[src/rtl/core/edd_pkg.sv]
package edd_pkg;

	// Line buffer and frame size limits
	localparam int MAX_WIDTH  = 128;
	localparam int MAX_HEIGHT = 64;

	localparam int COL_W = (MAX_WIDTH > 1) ? $clog2(MAX_WIDTH) : 1;
	localparam int ROW_W = (MAX_HEIGHT > 1) ? $clog2(MAX_HEIGHT) : 1;

	// Fixed field widths
	localparam int PIX_W = 8;
	localparam int ERR_W = 9;
	localparam int FW_W  = 8;
	localparam int FH_W  = 7;
	localparam int THR_W = 8;

	// Configuration register indexes
	typedef enum logic [1:0] {
		REG_FRAME_WIDTH  = 2'd0,
		REG_FRAME_HEIGHT = 2'd1,
		REG_THRESHOLD    = 2'd2
	} cfg_reg_t;

	typedef logic signed [ERR_W-1:0] err_t;
	typedef logic [COL_W-1:0]        col_t;

	// Position of the pixel at the head of the stream
	typedef struct packed {
		col_t col;
		logic last_col;
		logic last_row;
	} pos_t;

	// Line buffer updates from one diffused pixel
	typedef struct packed {
		logic wr_en;     // entry to the lower left
		col_t wr_addr;
		err_t wr_data;
		logic tail_en;   // entry straight below, last column only
		col_t tail_addr;
		err_t tail_data;
	} line_upd_t;

endpackage

[src/rtl/core/edd_stream_if.sv]
// Pixel channel
interface edd_pix_if import edd_pkg::*; ();
	logic             valid;
	logic             ready;
	logic [PIX_W-1:0] pixel_value;

	modport source(output valid, output pixel_value, input ready);
	modport sink(input valid, input pixel_value, output ready);
endinterface

// Dithered result channel
interface edd_res_if ();
	logic valid;
	logic ready;
	logic out_bit;
	logic row_end;
	logic frame_end;

	modport source(output valid, output out_bit, output row_end, output frame_end, input ready);
	modport sink(input valid, input out_bit, input row_end, input frame_end, output ready);
endinterface

[src/rtl/core/edd_pos_ctrl.sv]
module edd_pos_ctrl import edd_pkg::*; (
	input  logic            clk,
	input  logic            arst_n,
	input  logic            advance,
	input  logic [FW_W-1:0] frame_width,
	input  logic [FH_W-1:0] frame_height,
	output pos_t            pos
);

	logic [COL_W:0]   width_eff;
	logic [ROW_W:0]   height_eff;
	col_t             col_q;
	logic [ROW_W-1:0] row_q;

	// Clamp frame size to 1..max
	always_comb begin
		if (frame_width == '0) begin
			width_eff = (COL_W+1)'(1);
		end else if (int'(frame_width) > MAX_WIDTH) begin
			width_eff = (COL_W+1)'(MAX_WIDTH);
		end else begin
			width_eff = (COL_W+1)'(frame_width);
		end
		if (frame_height == '0) begin
			height_eff = (ROW_W+1)'(1);
		end else if (int'(frame_height) > MAX_HEIGHT) begin
			height_eff = (ROW_W+1)'(MAX_HEIGHT);
		end else begin
			height_eff = (ROW_W+1)'(frame_height);
		end
	end

	// A position at or past the last index ends its row / frame
	always_comb begin
		pos.col      = col_q;
		pos.last_col = ({1'b0, col_q} + (COL_W+1)'(1)) >= width_eff;
		pos.last_row = ({1'b0, row_q} + (ROW_W+1)'(1)) >= height_eff;
	end

	// Raster counters
	always_ff @(posedge clk or negedge arst_n) begin
		if (!arst_n) begin
			col_q <= '0;
			row_q <= '0;
		end else if (advance) begin
			if (pos.last_col) begin
				col_q <= '0;
				row_q <= pos.last_row ? '0 : row_q + ROW_W'(1);
			end else begin
				col_q <= col_q + COL_W'(1);
			end
		end
	end

endmodule

[src/rtl/core/edd_err_line.sv]
module edd_err_line import edd_pkg::*; (
	input  logic      clk,
	input  logic      arst_n,
	input  logic      rd_en,
	input  col_t      rd_addr,
	input  line_upd_t upd,
	output err_t      pend
);

	err_t             mem [MAX_WIDTH];
	logic [MAX_WIDTH-1:0] valid_q;

	// Deferred write of the entry below a last-column pixel
	logic tail_vld_q;
	col_t tail_addr_q;
	err_t tail_data_q;

	logic wr_go;
	col_t wr_addr;
	err_t wr_data;
	logic tail_wr;

	err_t mem_rd_s1;
	logic vld_rd_s1;
	logic byp_hit_s1;
	err_t byp_s1;
	logic byp_hit;
	err_t byp_val;

	// Single write port: lower-left write first, tail in a free cycle
	always_comb begin
		tail_wr = tail_vld_q && !upd.wr_en;
		wr_go   = upd.wr_en || tail_vld_q;
		wr_addr = upd.wr_en ? upd.wr_addr : tail_addr_q;
		wr_data = upd.wr_en ? upd.wr_data : tail_data_q;
	end

	// Newest value for the read address that the memory will not return
	always_comb begin
		byp_hit = 1'b1;
		byp_val = upd.tail_data;
		if (upd.tail_en && upd.tail_addr == rd_addr) begin
			byp_val = upd.tail_data;
		end else if (wr_go && wr_addr == rd_addr) begin
			byp_val = wr_data;
		end else if (tail_vld_q && tail_addr_q == rd_addr) begin
			byp_val = tail_data_q;
		end else begin
			byp_hit = 1'b0;
		end
	end

	// Line memory
	always_ff @(posedge clk) begin
		if (wr_go) begin
			mem[wr_addr] <= wr_data;
		end
		if (rd_en) begin
			mem_rd_s1 <= mem[rd_addr];
			byp_s1    <= byp_val;
		end
	end

	// Entry valid bits, tail holding register, read-side flags
	always_ff @(posedge clk or negedge arst_n) begin
		if (!arst_n) begin
			valid_q    <= '0;
			tail_vld_q <= 1'b0;
			vld_rd_s1  <= 1'b0;
			byp_hit_s1 <= 1'b0;
		end else begin
			if (wr_go) begin
				valid_q[wr_addr] <= 1'b1;
			end
			if (upd.tail_en) begin
				tail_vld_q <= 1'b1;
			end else if (tail_wr) begin
				tail_vld_q <= 1'b0;
			end
			if (rd_en) begin
				vld_rd_s1  <= valid_q[rd_addr];
				byp_hit_s1 <= byp_hit;
			end
		end
	end

	always_ff @(posedge clk) begin
		if (upd.tail_en) begin
			tail_addr_q <= upd.tail_addr;
			tail_data_q <= upd.tail_data;
		end
	end

	// Unwritten entries read as zero
	assign pend = byp_hit_s1 ? byp_s1 : (vld_rd_s1 ? mem_rd_s1 : '0);

endmodule

[src/rtl/core/edd_diffuse.sv]
module edd_diffuse import edd_pkg::*; (
	input  logic             clk,
	input  logic             arst_n,
	input  logic             load,
	input  logic [PIX_W-1:0] pixel_value,
	input  pos_t             pos,
	input  logic [THR_W-1:0] threshold,
	input  err_t             pend,
	input  logic             out_ready,
	output logic             in_ready,
	output line_upd_t        upd,
	output logic             out_valid,
	output logic             out_bit,
	output logic             row_end,
	output logic             frame_end
);

	localparam err_t ERR_MAX = 9'sh0FF;
	localparam err_t ERR_MIN = 9'sh100;

	// Signed divide by 16, truncating toward zero
	function automatic logic signed [12:0] trunc16(input logic signed [12:0] x);
		logic signed [12:0] b;
		b = x + (x[12] ? 13'sd15 : 13'sd0);
		return b >>> 4;
	endfunction

	function automatic err_t sat9(input logic signed [12:0] x);
		if (x > 13'sd255) begin
			return ERR_MAX;
		end else if (x < -13'sd256) begin
			return ERR_MIN;
		end else begin
			return x[ERR_W-1:0];
		end
	endfunction

	logic             valid_s1;
	logic [PIX_W-1:0] px_s1;
	pos_t             pos_s1;

	err_t right_carry_q;
	err_t below_left_q;
	err_t below_here_q;

	logic out_valid_q;
	logic out_bit_q;
	logic row_end_q;
	logic frame_end_q;

	logic               fire;
	logic signed [10:0] val;
	logic signed [10:0] err;
	logic               white;
	logic signed [12:0] err13;
	logic signed [12:0] q7, q3, q5, q1;
	err_t               here_sat;
	logic               no_down;

	assign fire     = valid_s1 && (!out_valid_q || out_ready);
	assign in_ready = !valid_s1 || fire;

	// Working value, decision and error terms
	always_comb begin
		val   = $signed({3'b000, px_s1}) + 11'(pend) + 11'(right_carry_q);
		white = val > $signed({3'b000, threshold});
		err   = white ? val - 11'sd255 : val;
		err13 = 13'(err);
		q7    = trunc16(err13 * 13'sd7);
		q3    = trunc16(err13 * 13'sd3);
		q5    = trunc16(err13 * 13'sd5);
		q1    = trunc16(err13);
		here_sat = sat9(13'(below_here_q) + q5);
		no_down  = pos_s1.last_row;
	end

	// Line buffer writes; the last row leaves zeros behind
	always_comb begin
		upd.wr_en     = fire && (pos_s1.col != '0);
		upd.wr_addr   = pos_s1.col - COL_W'(1);
		upd.wr_data   = no_down ? '0 : sat9(13'(below_left_q) + q3);
		upd.tail_en   = fire && pos_s1.last_col;
		upd.tail_addr = pos_s1.col;
		upd.tail_data = no_down ? '0 : here_sat;
	end

	// Stage 1 control and diffusion state
	always_ff @(posedge clk or negedge arst_n) begin
		if (!arst_n) begin
			valid_s1      <= 1'b0;
			out_valid_q   <= 1'b0;
			right_carry_q <= '0;
			below_left_q  <= '0;
			below_here_q  <= '0;
		end else begin
			if (load) begin
				valid_s1 <= 1'b1;
			end else if (fire) begin
				valid_s1 <= 1'b0;
			end
			if (fire) begin
				out_valid_q <= 1'b1;
			end else if (out_ready) begin
				out_valid_q <= 1'b0;
			end
			if (fire) begin
				right_carry_q <= pos_s1.last_col ? '0 : sat9(q7);
				if (no_down || pos_s1.last_col) begin
					below_left_q <= '0;
					below_here_q <= '0;
				end else begin
					below_left_q <= here_sat;
					below_here_q <= sat9(q1);
				end
			end
		end
	end

	// Payload registers
	always_ff @(posedge clk) begin
		if (load) begin
			px_s1  <= pixel_value;
			pos_s1 <= pos;
		end
		if (fire) begin
			out_bit_q   <= white;
			row_end_q   <= pos_s1.last_col;
			frame_end_q <= pos_s1.last_col && pos_s1.last_row;
		end
	end

	assign out_valid = out_valid_q;
	assign out_bit   = out_bit_q;
	assign row_end   = row_end_q;
	assign frame_end = frame_end_q;

endmodule

[src/rtl/core/error_diffusion_dither_core.sv]
// Floyd-Steinberg dither core: 8-bit gray in, one bit out per pixel.
// Result path: the pixel beat and its line read are registered, then the diffusion result is registered.
// Throughput: one pixel per cycle while the result channel is not stalled; set by the right-carry loop and the single
// write port of the 128-entry error line, with forwarding from the in-flight writes.
// Reset: counters, carries and output valid clear; line entries read as zero via valid bits,
// no clearing pass; width 128, height 64, threshold 128.
module error_diffusion_dither_core import edd_pkg::*; (
	input  logic        clk,
	input  logic        arst_n,
	edd_pix_if.sink     pixel,
	edd_res_if.source   result,
	input  logic        cfg_wr_en,
	input  logic [1:0]  cfg_index,
	input  logic [7:0]  cfg_data
);

	logic [FW_W-1:0]  frame_width_q;
	logic [FH_W-1:0]  frame_height_q;
	logic [THR_W-1:0] threshold_q;

	logic      accept;
	logic      in_ready;
	pos_t      pos;
	err_t      pend;
	line_upd_t upd;

	// Configuration registers
	always_ff @(posedge clk or negedge arst_n) begin
		if (!arst_n) begin
			frame_width_q  <= FW_W'(MAX_WIDTH);
			frame_height_q <= FH_W'(MAX_HEIGHT);
			threshold_q    <= THR_W'(128);
		end else if (cfg_wr_en) begin
			unique case (cfg_index)
				REG_FRAME_WIDTH:  frame_width_q  <= cfg_data[FW_W-1:0];
				REG_FRAME_HEIGHT: frame_height_q <= cfg_data[FH_W-1:0];
				REG_THRESHOLD:    threshold_q    <= cfg_data[THR_W-1:0];
				default: ;
			endcase
		end
	end

	assign pixel.ready = in_ready;
	assign accept      = pixel.valid && in_ready;

	edd_pos_ctrl u_pos (
		.clk          (clk),
		.arst_n       (arst_n),
		.advance      (accept),
		.frame_width  (frame_width_q),
		.frame_height (frame_height_q),
		.pos          (pos)
	);

	edd_err_line u_line (
		.clk     (clk),
		.arst_n  (arst_n),
		.rd_en   (accept),
		.rd_addr (pos.col),
		.upd     (upd),
		.pend    (pend)
	);

	edd_diffuse u_diffuse (
		.clk         (clk),
		.arst_n      (arst_n),
		.load        (accept),
		.pixel_value (pixel.pixel_value),
		.pos         (pos),
		.threshold   (threshold_q),
		.pend        (pend),
		.out_ready   (result.ready),
		.in_ready    (in_ready),
		.upd         (upd),
		.out_valid   (result.valid),
		.out_bit     (result.out_bit),
		.row_end     (result.row_end),
		.frame_end   (result.frame_end)
	);

endmodule

[src/flat_wrapper.sv]
// flat-port wrapper written by rule: the top's interface ports become plain ports
module error_diffusion_dither_core_flat import edd_pkg::*;
  (clk, arst_n, cfg_wr_en, cfg_index, cfg_data, pixel_valid, pixel_pixel_value, pixel_ready, result_valid, result_out_bit, result_row_end, result_frame_end, result_ready);
  edd_pix_if pixel_i ();
  edd_res_if result_i ();
  input  logic clk;
  input  logic arst_n;
  input  logic cfg_wr_en;
  input  logic [1:0] cfg_index;
  input  logic [7:0] cfg_data;
  input wire logic [$bits(pixel_i.valid)-1:0] pixel_valid;
  input wire logic [$bits(pixel_i.pixel_value)-1:0] pixel_pixel_value;
  output wire logic [$bits(pixel_i.ready)-1:0] pixel_ready;
  output wire logic [$bits(result_i.valid)-1:0] result_valid;
  output wire logic [$bits(result_i.out_bit)-1:0] result_out_bit;
  output wire logic [$bits(result_i.row_end)-1:0] result_row_end;
  output wire logic [$bits(result_i.frame_end)-1:0] result_frame_end;
  input wire logic [$bits(result_i.ready)-1:0] result_ready;
  assign pixel_i.valid = pixel_valid;
  assign pixel_i.pixel_value = pixel_pixel_value;
  assign pixel_ready = pixel_i.ready;
  assign result_valid = result_i.valid;
  assign result_out_bit = result_i.out_bit;
  assign result_row_end = result_i.row_end;
  assign result_frame_end = result_i.frame_end;
  assign result_i.ready = result_ready;
  error_diffusion_dither_core u_core (.clk(clk), .arst_n(arst_n), .pixel(pixel_i), .result(result_i), .cfg_wr_en(cfg_wr_en), .cfg_index(cfg_index), .cfg_data(cfg_data));
endmodule
[config.mk]
export PLATFORM = sky130hd
export DESIGN_NAME = error_diffusion_dither_core_flat
export DESIGN_NICKNAME = d
export VERILOG_FILES = /design/src/rtl/core/edd_pkg.sv /design/src/rtl/core/edd_stream_if.sv /design/src/rtl/core/edd_pos_ctrl.sv /design/src/rtl/core/edd_err_line.sv /design/src/rtl/core/edd_diffuse.sv /design/src/rtl/core/error_diffusion_dither_core.sv /design/src/flat_wrapper.sv
export SDC_FILE = /design/constraint.sdc
export NUM_CORES = 2
export LEC_CHECK = 0
export ABC_AREA = 1
export BUFFER_PORTS_ARGS = -buffer_cell sky130_fd_sc_hd__buf_4
export CORE_ASPECT_RATIO = 1.25
export CORE_UTILIZATION = 48
export DETAILED_ROUTE_END_ITERATION = 7
export PLACE_DENSITY = 0.71
export REMOVE_ABC_BUFFERS = 1
export SYNTH_ARGS = -nofsm -noshare
export SYNTH_HDL_FRONTEND = slang
export SYNTH_SLANG_ARGS = --single-unit
[constraint.sdc]
create_clock -name clk -period 17.2 [get_ports clk]
set_input_delay 2.58 -clock clk [delete_from_list [all_inputs] [get_ports clk]]
set_output_delay 2.58 -clock clk [all_outputs]
set_load 0.03 [all_outputs]
Yosys cells after proc, flatten, opt, wreduce, memory -nomap -nowiden
Memories as Yosys holds them, arrays and structs flattened. A register that Yosys moved wholly into a read port is not among the register bits.
Cells that the tools add are included.
{"block": "totals", "regBits": 241, "elab_cells": 138, "n_memories": 1, "inputBits": 23, "out_inout_bits": 5, "mem_bits_rw": 1152}
{"memory": "u_core.u_line.mem", "words": 128, "width": 9, "rd": 1, "rd_clocked_by_memory_dff": 1, "write_ports": 1, "line": "edd_err_line.sv:10", "text": "err_t mem [MAX_WIDTH];"}
{"block": "op_classes", "mul": 3, "n_reduce_logical": 28, "add_sub_neg": 14, "muxes": 46, "bitwise_logic": 1, "eq_ne": 5, "magnitude_cmp": 16}
{"cell": "$mux W9", "count": 19}
{"cell": "$or A128 B128 Y128", "count": 1}
{"cell": "$add A13 B5 Y13", "count": 3}
{"cell": "$add A9 B9 Y10", "count": 3}
{"cell": "$mux W7", "count": 4}
{"cell": "$mul A11 B4 Y13 const B", "count": 2}
{"cell": "$eq A7 B7 Y1", "count": 3}
{"cell": "$gt A10 B9 Y1 const B", "count": 2}
{"cell": "$lt A10 B9 Y1 const B", "count": 2}
{"cell": "$lt A7 B8 Y1 const B", "count": 2}
{"cell": "$mux W4", "count": 4}
{"cell": "$mux W8", "count": 2}
{"cell": "$mul A11 B3 Y13 const B", "count": 1}
{"cell": "$mux W1", "count": 13}
{"cell": "$add A11 B5 Y12", "count": 1}
{"cell": "$add A10 B9 Y11", "count": 1}
{"cell": "$gt A11 B9 Y1", "count": 1}
{"cell": "$mux W11", "count": 1}
{"cell": "$sub A11 B9 Y11 const B", "count": 1}
{"cell": "$logic_and A1 B1 Y1", "count": 10}
{"cell": "$gt A8 B9 Y1 const B", "count": 1}
{"cell": "$gt A9 B9 Y1 const B", "count": 1}
{"cell": "$lt A8 B9 Y1 const B", "count": 1}
{"cell": "$lt A9 B9 Y1 const B", "count": 1}
{"cell": "other kinds (23)", "count": 33}

Depth between registers and ports, before layout
{"block": "depth", "depth_word": 17, "depth_mapped": 65, "mapped_depth_nobuf": 64}

By module
Synthesis repeated with hierarchy kept, for this count alone.
{"block": "hier_totals", "cells_unflattened": 5886, "hier_area_um2": 63260.7}
{"module": "edd_err_line", "cells_per_inst": 4668, "instances": 1, "area_each_um2": 54242.0, "seq_area_each_um2": 38892.3}
{"module": "edd_diffuse", "cells_per_inst": 929, "instances": 1, "area_each_um2": 6809.0, "seq_area_each_um2": 1301.2}
{"module": "edd_pos_ctrl", "cells_per_inst": 184, "instances": 1, "area_each_um2": 1241.2, "seq_area_each_um2": 325.3}
{"module": "error_diffusion_dither_core", "cells_per_inst": 105, "instances": 1, "area_each_um2": 968.4, "seq_area_each_um2": 579.3}

Worst setup path before layout
Ideal clock, no wire load.
{"block": "synth_path", "path_kind": "register to register", "from": "register u_core.u_line.byp_hit_s1", "to": "memory u_core.u_line.mem[0][4] in the netlist's numbering (data pin)", "t_arrival_ps": 12468, "slack_ps": 3526, "setup_ps": 1206, "stages_incl_launch_ff": 47, "period_less_slack_ps": 13674, "path_cell_list": "dfrtp_1 -> nor2_1 -> a22o_1 -> fa_1 -> ha_1 -> fa_1 -> nand3_1 -> nand3b_1 -> nand2_1 -> inv_1 -> ha_1 -> nand2_1 -> nor2_1 -> nand2_1 -> nand2_1 -> nand2_1 -> nand2_1 -> nand2_1 -> [11 not listed] -> nand2_1 -> o311ai_0 -> a21o_1 -> nand2_1 -> nand2_1 -> inv_2 -> nand3_1 -> xor2_1 -> inv_1 -> fa_1 -> o21ai_0 -> nand4_1 -> o211ai_1 -> xor2_1 -> nand2_1 -> inv_1 -> a21oi_1 -> o21ai_0"}
{"block": "synth_via", "elab_chain_cells": 14, "word_cells_on_any_way": 16, "cone_classes": "5 x add/sub; 1 x mul; 3 x order compare; 7 x mux"}
{"element": "start: declaration", "line": "edd_err_line.sv:25", "text": "logic byp_hit_s1;"}
{"element": "start signal: assignment", "line": "edd_err_line.sv:82", "text": "byp_hit_s1 <= byp_hit;"}
{"element": "$mux W9 (*)", "line": "edd_err_line.sv:95", "text": "assign pend = byp_hit_s1 ? byp_s1 : (vld_rd_s1 ? mem_rd_s1 : '0);"}
{"element": "$add A9 B9 Y10 (*)", "line": "edd_diffuse.sv:65", "text": "val = $signed({3'b000, px_s1}) + 11'(pend) + 11'(right_carry_q);"}
{"element": "$add A10 B9 Y11 (*)", "line": "edd_diffuse.sv:65"}
{"element": "$sub A11 B9 Y11 / $gt A11 B9 Y1 (equally long branches)", "line": "edd_diffuse.sv:67, edd_diffuse.sv:66"}
{"element": "$mux W11 (*)", "line": "edd_diffuse.sv:67", "text": "err = white ? val - 11'sd255 : val;"}
{"element": "$mul A11 B3 Y13 (*)", "line": "edd_diffuse.sv:70", "text": "q3 = trunc16(err13 * 13'sd3);"}
{"element": "$mux W4", "line": "edd_diffuse.sv:24", "text": "b = x + (x[12] ? 13'sd15 : 13'sd0);"}
{"element": "$add A13 B5 Y13 (*)", "line": "edd_diffuse.sv:24"}
{"element": "$add A9 B9 Y10 (*)", "line": "edd_diffuse.sv:81", "text": "upd.wr_data = no_down ? '0 : sat9(13'(below_left_q) + q3);"}
{"element": "$lt A10 B9 Y1", "line": "edd_diffuse.sv:31", "text": "end else if (x < -13'sd256) begin"}
{"element": "$mux W9", "line": "edd_diffuse.sv:31"}
{"element": "$mux W9 (*)", "line": "edd_diffuse.sv:29", "text": "if (x > 13'sd255) begin"}
{"element": "$mux W9 (*)", "line": "edd_diffuse.sv:81"}
{"element": "$mux W9 (*)", "line": "edd_err_line.sv:35", "text": "wr_data = upd.wr_en ? upd.wr_data : tail_data_q;"}
{"element": "named net u_core.u_line.wr_data[4]", "line": "edd_err_line.sv:20", "text": "err_t wr_data;"}
{"element": "end: declaration", "line": "edd_err_line.sv:10"}
The timed path passes the listed nets; every way through them passes the cells marked *.

Worst setup path after layout
{"block": "layout_path", "from": "register u_core.u_line.byp_hit_s1", "to": "memory u_core.u_line.mem[99][4] in the netlist's numbering (data pin)"}
Same word-level chain as after synthesis.

==> summary.md <==
| Metric | Value |
|---|---|
| Crit end category | `flip-flop` |
| Hold_sp | `u_core.u_line.valid_q[103]` |
| Commonest non-fill, non-tap cell in the layout | `edfxtp_1` |
| Synth top area share | `about 59%` |
| CP max stage cell | `buf_4` |
| Critical Path Source Type | `flip-flop` |
| Reg2Reg Setup Slack | `6.43 ns` |
| Highest Signal Layer | `met5` |
| Top FF cell, synth | `edfxtp_1` |
| Max cap viols | `0` |
| Layout net count | `5339` |
| Number of enable flip-flop cells after synthesis | `about 1200` |
| Clock tree sinks | `~1400` |
| Die width | `~320 um` |
| Layout fillers | `around 11000` |
| Worst R2R End | `u_core.u_line.mem[99][4]` |
| Gpl congestion | `between 0.9 and 1` |
| First-pass GRT wire length | `~250000 um` |
| Final WS setup | `approximately 6.4 ns` |
| Area grow syn2layout | `9.54%` |
| Root Driver | `clkbuf_16` |
| Average size of a mapped cell | `11.6 sq um` |
| Core ar. | `0.127 sq mm` |
| Via count | `about 42000` |
| Largest cells by area after synthesis | `edfxtp_1, dfrtp_1, o21ai_0, nor2_1, o221ai_1` |
| Mapped Cells | `around 5300` |
| DRC Markers | `0` |
| RSZ-0062 raised after global routing | `no` |
| Worst setup startpoint | `u_core.u_line.byp_hit_s1` |
| Total wire length | `164000 um` |
| Wire per inst | `between 20 and 25 um` |
| DP Wirelength | `roughly 96000 um` |
| Worst-path clk slew | `approximately 0.06 ns` |
| Post-synthesis sequential area ratio | `roughly 67%` |
| Area occupied by multi-input gates | `0.0180 sq mm` |
| CTS max path bufs | `3` |
| WHS Endpoint | `u_core.u_line.valid_q[103]` |
| IO Pins | `28` |
| Final setup violation count | `0` |
| Cell area after synthesis | `slightly above 0.06 sq mm` |
| Starting Density | `between 40% and 50%` |
| Slew headroom | `between 15 and 20%` |
| Grt ovf | `0` |
| Yosys reg bits | `roughly 1400` |
| CP arrival | `approximately 11 ns` |
| Vias in the first global route | `between 40000 and 50000` |
| Routed length on met2 | `80800 um` |
| Drt pass-1 iters | `6` |
| Ratio of cells with drive above 1 in the final layout | `between 8 and 9%` |
| Post-CTS Setup Bufs | `0` |
| Worst Hold Depth | `2` |
| Critical path peak fanout | `approximately 100` |
| Vias per inst | `between 5 and 6` |
| Total GRT Usage | `approximately a quarter` |
| Synth area leader | `edfxtp_1` |
| Final worst-path cycle share | `62.6%` |
| Fin crit period | `10.77 ns` |
| Clk_lat worst skew | `0.78 ns` |
| CTS buffer count | `131` |
| Worst Skew | `around 0.031 ns` |
| Number of warnings issued by yosys | `0` |
| DIE HEIGHT | `around 400 um` |
| PortBufs | `27` |
| Most frequent CP cell | `nand2_1` |
| # rows | `around 150` |
| CTS tree | `yes` |
| Crit Path Class | `reg -> reg` |
| Launching point of the worst reg2reg path | `u_core.u_line.byp_hit_s1` |
| Synth cell types | `65` |
| Final Max Tran Viols | `0` |
| Slew @ Worst Pin | `around 1.2 ns` |
| DP Worst Slack | `around 6.6 ns` |
| Largest net degree at the start of global routing | `between 200 and 250` |
| Number of antenna diodes | `0` |
| Slowest stage delay, CP | `0.93 ns` |
| Commonest cells after routing, fill and taps aside | `edfxtp_1, nor2_1, o21ai_0, nand2_1, inv_1` |
| Hold_buf cts | `0` |
| Outcome | `complete, no violations` |
| DR iter-0 viols | `a little under 5000` |
| Metal3 WL | `roughly 13000 um` |
| Final hold vios | `0` |
| Async SR Flop Fraction | `approximately 14%` |
| Post-route ant nets | `0` |
| DIE AREA | `~0.13 sq mm` |
| H-tree depth | `4` |
| Fmax | `between 90 and 100 MHz` |
| Metal-1 WL | `62100 um` |
| Min-Delay Path Class | `reg -> reg` |
| Post-cts repair resize count | `0` |
| R2r worst-path depth | `48` |
| Critical Path RT | `17.60 ns` |
| Initial antenna violation count | `1` |
| Reg area | `0.0411 sq mm` |
state kept, by name, summed over array words and instances, names as in the netlist, 8 cells and up:
| signal | flops |
|---|---|
| u_core.frame_width_q | 8 |
| u_core.u_line.byp_s1 | 9 |
| u_core.u_diffuse.px_s1 | 8 |
| u_core.u_line.mem_rd_s1 | 9 |
| u_core.u_diffuse.right_carry_q | 9 |
| u_core.u_line.tail_data_q | 9 |
| u_core.u_line.valid_q | 128 |
| u_core.u_diffuse.below_here_q | 8 |
| u_core.u_diffuse.below_left_q | 9 |
| u_core.threshold_q | 8 |
| u_core.u_line.mem | 1152 |
metrics by stage:
stage                     TNS, ns  area (sq um)  std cells  util, %  hold WS, ns
after floorplan           -359.71         60100       4974        -        0.424
after global routing            0         67200       6998     53.0        0.468
after global placement          0         63000       6757     49.7        0.439
after detailed placement        0         63000       6757     49.7        0.445
final                           0         67200       6998     53.0        0.457
after CTS                       0         67200       6998     53.0        0.458
critical path: cells and delay by family (launching register included):
| kind | cells | cell delay (ns) |
|---|---|---|
| AOI/OAI and AO/OA | 8 | 2.26 |
| xor gates and xnor gates | 3 | 0.54 |
| adders and majority gates | 9 | 2.91 |
| DFF | 1 | 0.49 |
| and+or+nand+nor | 20 | 2.49 |
| buffers and inverters | 8 | 1.60 |
layer usage:
metal  up-vias  global-route usage [%]
met1     20616                    32.0
li1      18936                       -
met3       427                    4.02
met4         2                    13.5
met5         -                       0
met2      1952                    41.6
synth_stat cells (20+ instances only):
cell	number
a21oi_1	106
edfxtp_1	1206
a31oi_1	25
o21ai_0	779
ha_1	108
inv_1	275
clkbuf_1	261
buf_1	21
xor2_1	58
nand2_2	29
buf_2	28
or2_2	94
o22ai_1	70
nand2_1	429
o221ai_1	236
nor2_1	869
o211ai_1	49
dfrtp_1	192
nand3_1	233
fa_1	20
logic make-up (layout without fill, tap and decap cells):
group           Yosys count  count (layout)  share of synthesized area, %
flops                  1401            1401                          67.0
fa+ha+maj               128             128                          2.86
simple gates           1744            1744                          12.2
buf+inv                 601             611                          3.77
compound gates         1341            1341                          13.2
xor+xnor                 71              71                          1.01
final cells by class:
| type | count | area share [%] |
|---|---|---|
| inverter | 289 | 1.66 |
| timing repair buffer | 81 | 1.03 |
| multi-input combinational | 3284 | 26.8 |
| clock inverter | 69 | 0.819 |
| tap | 1702 | 3.17 |
| clock buffer | 172 | 5.36 |
| sequential | 1401 | 61.2 |
worst max-delay path by stage:
stage,cells past startpoint,endpoint,slack [ns]
global placement,48,u_core.u_line.mem[121][4],6.92
detailed placement,46,u_core.u_line.mem[116][4],6.61
finish,48,u_core.u_line.mem[99][4],6.43
global route,46,u_core.u_line.mem[112][4],5.60
CTS,46,u_core.u_line.mem[125][4],6.57
floorplan,12,u_core.u_pos.row_q[2],-15.30
Power is left out: the tool's default activity adds up to more than one toggle a clock period on the data nets, which glitch-free logic cannot reach.
